`config.mk`:
```
export PLATFORM = sky130hd
export DESIGN_NAME = servo_slew_and_oscillate_core
export DESIGN_NICKNAME = d
export VERILOG_FILES = /design/src/design/sso_pkg.sv /design/src/design/sso_cfg_regs.sv /design/src/design/sso_step.sv /design/src/design/servo_slew_and_oscillate_core.sv
export SDC_FILE = /design/constraint.sdc
export NUM_CORES = 1
export LEC_CHECK = 0
export ABC_AREA = 1
export BUFFER_PORTS_ARGS = -buffer_cell sky130_fd_sc_hd__buf_2
export CAP_MARGIN = 10
export CORE_MARGIN = 3
export CORE_UTILIZATION = 59
export CTS_BUF_LIST = sky130_fd_sc_hd__clkbuf_4 sky130_fd_sc_hd__clkbuf_8
export DETAILED_ROUTE_END_ITERATION = 10
export GPL_ROUTABILITY_DRIVEN = 0
export HOLD_SLACK_MARGIN = 0.05
export PLACE_DENSITY = 0.91
export SYNTH_ARGS = -nofsm -noshare
export SYNTH_HDL_FRONTEND = slang
export SYNTH_HIERARCHICAL = 1
export SYNTH_SLANG_ARGS = --single-unit
export TNS_END_PERCENT = 5
```
`constraint.sdc`:
```
create_clock -name clk_i -period 5.8 [get_ports clk_i]
set_input_delay 0.87 -clock clk_i [delete_from_list [all_inputs] [get_ports clk_i]]
set_output_delay 0.87 -clock clk_i [all_outputs]
set_load 0.01 [all_outputs]
```
`src/design/sso_pkg.sv`:
```
// ----------------------------------------------------------------------------
// sso_pkg
// Shared types and constants for the servo slew and oscillate controller.
// ----------------------------------------------------------------------------
`default_nettype none

package sso_pkg;

  localparam int unsigned AngleW = 8;
  localparam int unsigned OffW   = 7;
  localparam int unsigned CodeW  = 3;
  localparam int unsigned CfgIdxW = 3;
  localparam int unsigned CfgDataW = 8;
  // signed width for intermediate angle math (covers -360..+360)
  localparam int unsigned WideW  = 10;

  localparam logic [AngleW-1:0] MaxAngle = 8'd180;

  localparam logic [AngleW-1:0] CenterReset   = 8'd90;
  localparam logic [OffW-1:0]   FwdOffReset   = 7'd20;
  localparam logic [OffW-1:0]   LookOffReset  = 7'd60;
  localparam logic [OffW-1:0]   OscRangeReset = 7'd10;
  localparam logic [AngleW-1:0] StepReset     = 8'd2;

  typedef enum logic {
    OP_TICK = 1'b0,
    OP_SET  = 1'b1
  } op_e;

  typedef enum logic [CodeW-1:0] {
    TGT_FWD       = 3'd0,
    TGT_FWD_LEFT  = 3'd1,
    TGT_FWD_RIGHT = 3'd2,
    TGT_LEFT      = 3'd3,
    TGT_RIGHT     = 3'd4
  } target_e;

  typedef enum logic [CfgIdxW-1:0] {
    CFG_CENTER    = 3'd0,
    CFG_FWD_OFF   = 3'd1,
    CFG_LOOK_OFF  = 3'd2,
    CFG_OSC_RANGE = 3'd3,
    CFG_STEP      = 3'd4
  } cfg_idx_e;

  typedef struct packed {
    logic [AngleW-1:0] center;
    logic [OffW-1:0]   fwd_off;
    logic [OffW-1:0]   look_off;
    logic [OffW-1:0]   osc_range;
    logic [AngleW-1:0] step;
  } cfg_t;

  typedef struct packed {
    logic [AngleW-1:0] position;
    logic              moved;
    logic              reached_event;
    logic [CodeW-1:0]  reached_code;
  } res_t;

  function automatic logic [AngleW-1:0] clamp_angle(input logic signed [WideW-1:0] a);
    logic [AngleW-1:0] r;
    if (a < 0) begin
      r = '0;
    end else if (a > $signed({2'b00, MaxAngle})) begin
      r = MaxAngle;
    end else begin
      r = a[AngleW-1:0];
    end
    return r;
  endfunction

endpackage

`default_nettype wire

```
`src/design/sso_cfg_regs.sv`:
```
// ----------------------------------------------------------------------------
// sso_cfg_regs
// Configuration register file, written through a plain indexed write port.
// ----------------------------------------------------------------------------
`default_nettype none

module sso_cfg_regs (
  input  wire logic                         clk_i,
  input  wire logic                         rst_ni,
  input  wire logic                         cfg_we_i,
  input  wire logic [sso_pkg::CfgIdxW-1:0]  cfg_index_i,
  input  wire logic [sso_pkg::CfgDataW-1:0] cfg_wdata_i,
  output sso_pkg::cfg_t                     cfg_o
);
  import sso_pkg::*;

  cfg_t cfg_q, cfg_d;

  always_comb begin
    cfg_d = cfg_q;
    if (cfg_we_i) begin
      case (cfg_idx_e'(cfg_index_i))
        CFG_CENTER:    cfg_d.center    = cfg_wdata_i;
        CFG_FWD_OFF:   cfg_d.fwd_off   = cfg_wdata_i[OffW-1:0];
        CFG_LOOK_OFF:  cfg_d.look_off  = cfg_wdata_i[OffW-1:0];
        CFG_OSC_RANGE: cfg_d.osc_range = cfg_wdata_i[OffW-1:0];
        CFG_STEP:      cfg_d.step      = cfg_wdata_i;
        default:       cfg_d = cfg_q;
      endcase
    end
  end

  always_ff @(posedge clk_i or negedge rst_ni) begin
    if (!rst_ni) begin
      cfg_q.center    <= CenterReset;
      cfg_q.fwd_off   <= FwdOffReset;
      cfg_q.look_off  <= LookOffReset;
      cfg_q.osc_range <= OscRangeReset;
      cfg_q.step      <= StepReset;
    end else begin
      cfg_q <= cfg_d;
    end
  end

  assign cfg_o = cfg_q;

endmodule

`default_nettype wire

```
`src/design/sso_step.sv`:
```
// ----------------------------------------------------------------------------
// sso_step
// Servo state registers and the per-item update: target select, slew toward
// the goal, reached event and one-degree oscillation sweep.
// ----------------------------------------------------------------------------
`default_nettype none

module sso_step (
  input  wire logic                        clk_i,
  input  wire logic                        rst_ni,
  input  wire logic                        fire_i,
  input  wire logic                        op_i,
  input  wire logic [sso_pkg::CodeW-1:0]   sel_i,
  input  wire logic                        osc_i,
  input  wire sso_pkg::cfg_t               cfg_i,
  output sso_pkg::res_t                    res_o
);
  import sso_pkg::*;

  logic [AngleW-1:0] cur_q, cur_d;
  logic [AngleW-1:0] goal_q, goal_d;
  logic [CodeW-1:0]  code_q, code_d;
  logic              up_q, up_d;
  logic              arr_q, arr_d;
  logic              osc_q, osc_d;

  logic [AngleW-1:0]       ctr;
  logic signed [WideW-1:0] ctr_s, cur_s, goal_s;
  logic signed [WideW-1:0] fwd_s, look_s, rng_s, lim, diff, step;
  target_e                 sel_n;
  logic [AngleW-1:0]       tgt, upper, lower;
  logic                    up_next, event_hit;

  always_comb begin
    cur_d     = cur_q;
    goal_d    = goal_q;
    code_d    = code_q;
    up_d      = up_q;
    arr_d     = arr_q;
    osc_d     = osc_q;
    step      = '0;
    event_hit = 1'b0;
    lim       = '0;
    diff      = '0;
    upper     = '0;
    lower     = '0;
    up_next   = up_q;

    ctr    = (cfg_i.center > MaxAngle) ? MaxAngle : cfg_i.center;
    ctr_s  = $signed({2'b00, ctr});
    cur_s  = $signed({2'b00, cur_q});
    goal_s = $signed({2'b00, goal_q});
    fwd_s  = $signed({3'b000, cfg_i.fwd_off});
    look_s = $signed({3'b000, cfg_i.look_off});
    rng_s  = $signed({3'b000, cfg_i.osc_range});

    // unknown codes fall back to forward
    sel_n = (sel_i > TGT_RIGHT) ? TGT_FWD : target_e'(sel_i);
    case (sel_n)
      TGT_FWD_LEFT:  tgt = clamp_angle(ctr_s + fwd_s);
      TGT_FWD_RIGHT: tgt = clamp_angle(ctr_s - fwd_s);
      TGT_LEFT:      tgt = clamp_angle(ctr_s + look_s);
      TGT_RIGHT:     tgt = clamp_angle(ctr_s - look_s);
      default:       tgt = ctr;
    endcase

    if (op_e'(op_i) == OP_SET) begin
      goal_d = tgt;
      code_d = sel_n;
      up_d   = cur_q < tgt;
      arr_d  = 1'b0;
      osc_d  = osc_i;
    end else if (!arr_q) begin
      lim  = (cfg_i.step == '0) ? WideW'(1) : $signed({2'b00, cfg_i.step});
      diff = goal_s - cur_s;
      if (up_q) begin
        step = (diff < lim) ? diff : lim;
      end else begin
        step = (diff > -lim) ? diff : -lim;
      end
      if (step == '0) begin
        arr_d     = 1'b1;
        event_hit = 1'b1;
      end
    end else if (osc_q) begin
      upper   = clamp_angle(goal_s + rng_s);
      lower   = clamp_angle(goal_s - rng_s);
      up_next = up_q ? (cur_q < upper) : (cur_q <= lower);
      up_d    = up_next;
      step    = up_next ? WideW'(1) : -WideW'(1);
    end

    if (step != '0) begin
      cur_d = clamp_angle(cur_s + step);
    end

    res_o.position      = cur_d;
    res_o.moved         = (step != '0);
    res_o.reached_event = event_hit;
    res_o.reached_code  = event_hit ? code_q : '0;
  end

  always_ff @(posedge clk_i or negedge rst_ni) begin
    if (!rst_ni) begin
      cur_q  <= CenterReset;
      goal_q <= CenterReset;
      code_q <= TGT_FWD;
      up_q   <= 1'b1;
      arr_q  <= 1'b1;
      osc_q  <= 1'b0;
    end else if (fire_i) begin
      cur_q  <= cur_d;
      goal_q <= goal_d;
      code_q <= code_d;
      up_q   <= up_d;
      arr_q  <= arr_d;
      osc_q  <= osc_d;
    end
  end

endmodule

`default_nettype wire

```
`src/design/servo_slew_and_oscillate_core.sv`:
```
// ----------------------------------------------------------------------------
// servo_slew_and_oscillate_core
// Servo angle controller: set-mode items pick a look target, tick items slew
// the commanded angle toward it and then optionally sweep around it.
// ----------------------------------------------------------------------------
// Usage:
//   Input channel (in_valid_i / in_stall_o) carries op, target_select and
//   oscillate. Output channel (out_valid_o / out_stall_i) returns one
//   result per item: position, moved, reached_event, reached_code.
//   Items enter an input register; from there the state update and result
//   are computed and captured in the output register once it is free.
//   Throughput is one item per cycle while the receiver does not stall;
//   the input register and the result register form a two-entry pipeline.
//   When the receiver stalls, the result holds and the pipeline keeps one
//   more item in the input register; in_stall_o rises only when both are
//   full and the result is not being taken.
//   Reset clears both pipeline stages, loads the register defaults and puts
//   the servo at 90 degrees facing forward with the reached flag set, so no
//   reached event appears before the first set-mode item.
//   Configuration writes (cfg_we_i) take effect at the next edge; the user
//   must issue them only while no transaction is in flight (not enforced).
// ----------------------------------------------------------------------------
`default_nettype none

module servo_slew_and_oscillate_core (
  input  wire logic                         clk_i,
  input  wire logic                         rst_ni,
  input  wire logic                         cfg_we_i,
  input  wire logic [sso_pkg::CfgIdxW-1:0]  cfg_index_i,
  input  wire logic [sso_pkg::CfgDataW-1:0] cfg_wdata_i,
  input  wire logic                         in_valid_i,
  output logic                              in_stall_o,
  input  wire logic                         op_i,
  input  wire logic [sso_pkg::CodeW-1:0]    target_select_i,
  input  wire logic                         oscillate_i,
  output logic                              out_valid_o,
  input  wire logic                         out_stall_i,
  output logic [sso_pkg::AngleW-1:0]        position_o,
  output logic                              moved_o,
  output logic                              reached_event_o,
  output logic [sso_pkg::CodeW-1:0]         reached_code_o
);
  import sso_pkg::*;

  cfg_t cfg;
  res_t res_comb, res_q;

  logic             s1_valid_q, s1_valid_d;
  logic             s1_op_q;
  logic [CodeW-1:0] s1_sel_q;
  logic             s1_osc_q;
  logic             out_valid_q, out_valid_d;
  logic             res_free, fire, in_acc;

  sso_cfg_regs u_cfg (
    .clk_i       (clk_i),
    .rst_ni      (rst_ni),
    .cfg_we_i    (cfg_we_i),
    .cfg_index_i (cfg_index_i),
    .cfg_wdata_i (cfg_wdata_i),
    .cfg_o       (cfg)
  );

  sso_step u_step (
    .clk_i  (clk_i),
    .rst_ni (rst_ni),
    .fire_i (fire),
    .op_i   (s1_op_q),
    .sel_i  (s1_sel_q),
    .osc_i  (s1_osc_q),
    .cfg_i  (cfg),
    .res_o  (res_comb)
  );

  assign res_free    = !out_valid_q || !out_stall_i;
  assign fire        = s1_valid_q && res_free;
  assign in_stall_o  = s1_valid_q && !res_free;
  assign in_acc      = in_valid_i && !in_stall_o;
  assign s1_valid_d  = in_acc || (s1_valid_q && !fire);
  assign out_valid_d = fire || (out_valid_q && out_stall_i);

  always_ff @(posedge clk_i or negedge rst_ni) begin
    if (!rst_ni) begin
      s1_valid_q  <= 1'b0;
      out_valid_q <= 1'b0;
    end else begin
      s1_valid_q  <= s1_valid_d;
      out_valid_q <= out_valid_d;
    end
  end

  always_ff @(posedge clk_i) begin
    if (in_acc) begin
      s1_op_q  <= op_i;
      s1_sel_q <= target_select_i;
      s1_osc_q <= oscillate_i;
    end
    if (fire) begin
      res_q <= res_comb;
    end
  end

  assign out_valid_o     = out_valid_q;
  assign position_o      = res_q.position;
  assign moved_o         = res_q.moved;
  assign reached_event_o = res_q.reached_event;
  assign reached_code_o  = res_q.reached_code;

endmodule

`default_nettype wire

```
# Word-level counts from Yosys, hierarchy flattened
# Index checks and enable logic that the tools add are counted.
# classes
addsub	9
order_cmp	21
eq_ne	8
n_mux	43
reduce_logical	26
# ops
operator	count
$mux W8	23
$mux W10	9
$gt A10 B9 Y1 const B	4
$lt A10 B1 Y1 const B	4
$pmux W8 S4	1
$add A8 B7 Y9	3
$gt A9 B9 Y1 const B	3
$lt A9 B1 Y1 const B	3
$sub A8 B7 Y9	3
$lt A8 B8 Y1	2
$eq A3 B2 Y1 const B	4
$reduce_and A2 Y1	6
$add A9 B10 Y10	1
$gt A10 B10 Y1	1
$logic_not A10 Y1	1
$lt A10 B10 Y1	1
$neg A10 Y10	1
$reduce_bool A10 Y1	1
$mux W1	9
$sub A8 B8 Y9	1
$gt A8 B8 Y1 const B	1
$le A8 B8 Y1	1
$logic_not A8 Y1	1
$eq A3 B1 Y1 const B	2
9 further kinds	21
# word_totals
ff_bits	79
in_bits	21
out_inout_bits	15

# Longest topological paths before layout
# depth
depth_word	18
depth_mapped	46
mapped_depth_nobuf	45

# Modules after synthesis
# Netlist, hierarchy kept.
# by_module_without_submodules
mod	n_inst	cells_per_inst	area_per_inst_um2	seq_area_each_um2
sso_step	1	919	5860.6	563.0
sso_cfg_regs	1	170	1562.7	942.2
servo_slew_and_oscillate_core	1	30	635.6	590.6

# Worst setup path before layout
# Ideal clock, no wire load.
# synth_path
path_kind	reg2reg
from	register u_step.cur_q[1]
to	register u_step.cur_q[0]
arrival_time_ns	5.470
required_time_ns	5.735
setup_slack_ns	0.265
path_stages_with_launch	40
path_buffers	1
synth_period_minus_slack_ns	5.535
path_cell_list	dfstp_2 > inv_1 > fa_1 > nand3_1 > nand2_1 > xor2_1 > inv_1 > ha_1 > nand2_1 > nor2_1 > nor2_1 > o311ai_0 > a21oi_1 > nor2_1 > o21ai_0 > nand2_1 > ha_1 > clkbuf_1 > [4 not listed] > a21oi_2 > ha_1 > a21oi_1 > nand2_1 > a21oi_1 > nor2_1 > nor2_1 > nor2_1 > nor2_1 > o21bai_1 > xor2_1 > o21bai_1 > nand2_1 > nor2_2 > nand3_1 > nand2_1 > nand2_1 > nand2_1
# synth_rtl
item	line_no	rtl
start: declaration	sso_step.sv:20	logic [AngleW-1:0] cur_q, cur_d;
start signal: assignment	sso_step.sv:105	cur_q <= CenterReset;
start signal: assignment	sso_step.sv:112	cur_q <= cur_d;

==> qor.yml <==
grt_overflow_total: 0
coreArea_mm2: 0.0133
holdPathStages: 2
setup_violations: 16
drt-pass1-iter-count: 6
yosys.area_share.simple: 0.288
h-tree-depth: 3
antenna_found_initial: 0
multi_input_area_mm2: 0.00550
root_buffer: "clkbuf_8"
dp_worst_setup_slack_ps: -169
io_pins: 36
routed_wirelength_um: 21000
tightest_slew_ps: 1090
synth_warnings: 6
hold_viol_final: 0
endpoint_kind: "flop"
regArea_mm2: 0.00210
cts.path.max_buffers: 2
synth_adder_area_share: 0.175
cts_tree: "built"
synth_area_mm2: 0.00806
fillers: 1029
die_h_um: 123
clkLatencyLatePin_ps: 360
synth_edf_count: 18
cp-start-kind: "flop"
synth_compound_area_frac: 0.139
ff2ff_path_depth: 43
initial_core_util: 0.606
rows: 42
syn_avg_cell_area_um2: 7.20
die_w_um: 123
antenna_left: 0
cp_num_cells: 43
drc: 0
synthMuxAreaShare: 0
fin_skew_ps: 9.72
maxSlewViolCount: 0
holdBufCountCts: 0
synth_cell_type_count: 60
hpwlAfterDp_um: 15900
critPathBufInv: 8
synth_seq_cells: 79
crit_arrival_ps: 6330
critPathKind: "flop to flop"
relSlewSlack: 0.271
routedWlPerCell_um: 15.4
gr-usage-all-layers: 0.270
dieArea_mm2: 0.0151
max_stage_delay_ps: 550
yosys.area_share.xor_xnor: 0.0477
grt_start_max_net_pins: 62
synth_top_family_by_area: "simple AND/OR/NAND/NOR gates"
area_growth_pct: 12.1
status: "complete, but fails checks"
syn-num-nets: 1248
yosysSeqAreaShare: 0.260
async_reset_ff_frac: 0.772
cp_top_family: "simple AND/OR/NAND/NOR gates"
min_period_over_period: 1.04
synthCells: 1119
cp_common_cell: "nor2_1"
antenna_cells: 0
rsz0062_at_grt: "yes"
cp_slowest_cell: "dfstp_2"
numPortBuffers: 35
fmax_ghz: 0.166
setup_ws_ps: -226
path_max_fanout: 5
grt_pass1_wl_um: 33000
maxCapViolCount: 0
grt_pass1_vias: 7135
synth_flop_cell: "dfrtp_1"
nets: 1310
drive_gt1_frac: 0.174
drtIter0Drc: 783
hold_class: "flop to flop"
clkTransAtPathRegs_ps: 80
cts.sinks: 79
via_count: 7851
numCtsBuffers: 9
via_per_inst: 5.76
period_minus_slack_ps: 6030
violations: "setup timing"
required_ps: 6100
final timing paths:
path	startpoint	end	slack [ps]
min in group asynchronous	rst_ni	u_cfg/cfg_o[21]	650
max reg2reg	u_cfg/cfg_o[9]	u_step/cur_q[0]	-230
min reg2reg	u_cfg/cfg_o[19]	u_cfg/cfg_o[19]	480
min	u_cfg/cfg_o[19]	u_cfg/cfg_o[19]	480
max in group asynchronous	rst_ni	u_step/goal_q[2]	4570
max	u_cfg/cfg_o[9]	u_step/cur_q[0]	-230
Yosys cell counts, drive strengths merged, types with 2 or more instances:
| cell type | n | share of area |
|---|---|---|
| dfstp | 23 | 0.075 |
| o211ai | 7 | 0.0071 |
| o21bai | 14 | 0.013 |
| a21oi | 84 | 0.054 |
| clkinv | 2 | 0.00093 |
| nor4 | 4 | 0.0031 |
| buf | 12 | 0.011 |
| o21ai | 44 | 0.028 |
| a21o | 3 | 0.0028 |
| nand4 | 18 | 0.014 |
| clkbuf | 4 | 0.0019 |
| nor3 | 12 | 0.0081 |
| nand2 | 309 | 0.15 |
| edfxtp | 18 | 0.067 |
| o21a | 2 | 0.0019 |
| o22ai | 4 | 0.0031 |
| dfrtp | 38 | 0.12 |
| a41oi | 2 | 0.0022 |
| a22o | 3 | 0.0033 |
| xor2 | 36 | 0.039 |
| xnor2 | 7 | 0.0085 |
| o31ai | 4 | 0.0071 |
| fa | 8 | 0.020 |
| ha | 100 | 0.16 |
| a22oi | 2 | 0.0019 |
| or2 | 5 | 0.0039 |
| a211oi | 2 | 0.0019 |
| nand3 | 85 | 0.057 |
| inv | 163 | 0.076 |
| o311ai | 5 | 0.0054 |
| a2111oi | 2 | 0.0022 |
| nor2 | 88 | 0.049 |
flip-flops by register name (all words and copies together) (netlist names), 3 cells and up:
signal and cells:
reached_code_o 3, u_step/goal_q 8, position_o 8, u_step/code_q 3, u_cfg/cfg_o 37, s1_sel_q 3, u_step/cur_q 8
cells by family after synthesis:
kind of cell | count (synthesis)
simple gates | 524
compound gates | 183
buf+inv | 181
fa+ha+maj | 108
flops | 79
xor+xnor | 43
other cells | 1
tightest hold or removal path: cells and delay by family (launching register included):
kind,cells,cell delay [ps]
DFF,1,380
and+or+nand+nor,2,100
cells in the final DEF, fill, tap and decap left out, drive strengths merged, types with 4 or more instances in the layout:
master and count:
nor3 12, nand2 309, or2 5, edfxtp 18, o21bai 14, dfrtp 38
o311ai 5, dfstp 23, nand3 85, nor2 88, ha 100, nor4 4
o22ai 4, fa 8, inv 163, buf 67, a21oi 84, o211ai 7
o31ai 4, clkbuf 13, xnor2 7, o21ai 44, xor2 36, nand4 18
stage by stage:
step / util / std cells / hold slack (ps) / cell area (µm²) / setup TNS (ps)
after floorplan: - / 1119 / 430 / 8060 / 0
after global placement: 0.643 / 1339 / 454 / 8540 / 0
after detailed placement: 0.643 / 1339 / 465 / 8540 / -1900
after CTS: 0.659 / 1355 / 481 / 8760 / 0
after global routing: 0.679 / 1362 / 501 / 9030 / -10240
final: 0.679 / 1362 / 477 / 9030 / -2780
routing by layer:
metal	up-vias	routed length, µm	global-route usage
met1	3568	8680	0.354
met3	91	1470	0.0433
met5	-	0	0
met2	378	9820	0.439
met4	0	979	0.122
li1	3814	-	-
area by class of cell:
| class | instances | share of cell area |
|---|---|---|
| clock inverter | 3 | 0.00222 |
| timing repair buffer | 67 | 0.0460 |
| tap | 176 | 0.0244 |
| multi-input combinational | 859 | 0.609 |
| clock buffer | 13 | 0.0177 |
| inverter | 165 | 0.0688 |
| sequential | 79 | 0.232 |
timing repair:
item / CTS / global route
buffers inserted: 0 / 7
endpoints found under the setup margin: 16 / 16
endpoints found under the hold margin: 0 / 0
gates cloned: 0 / 0
pin swaps: 3 / 40
gates resized for setup: 12 / 51
Power is left out: the tool's default activity adds up to more than one toggle a clock period on the data nets, which glitch-free logic cannot reach.
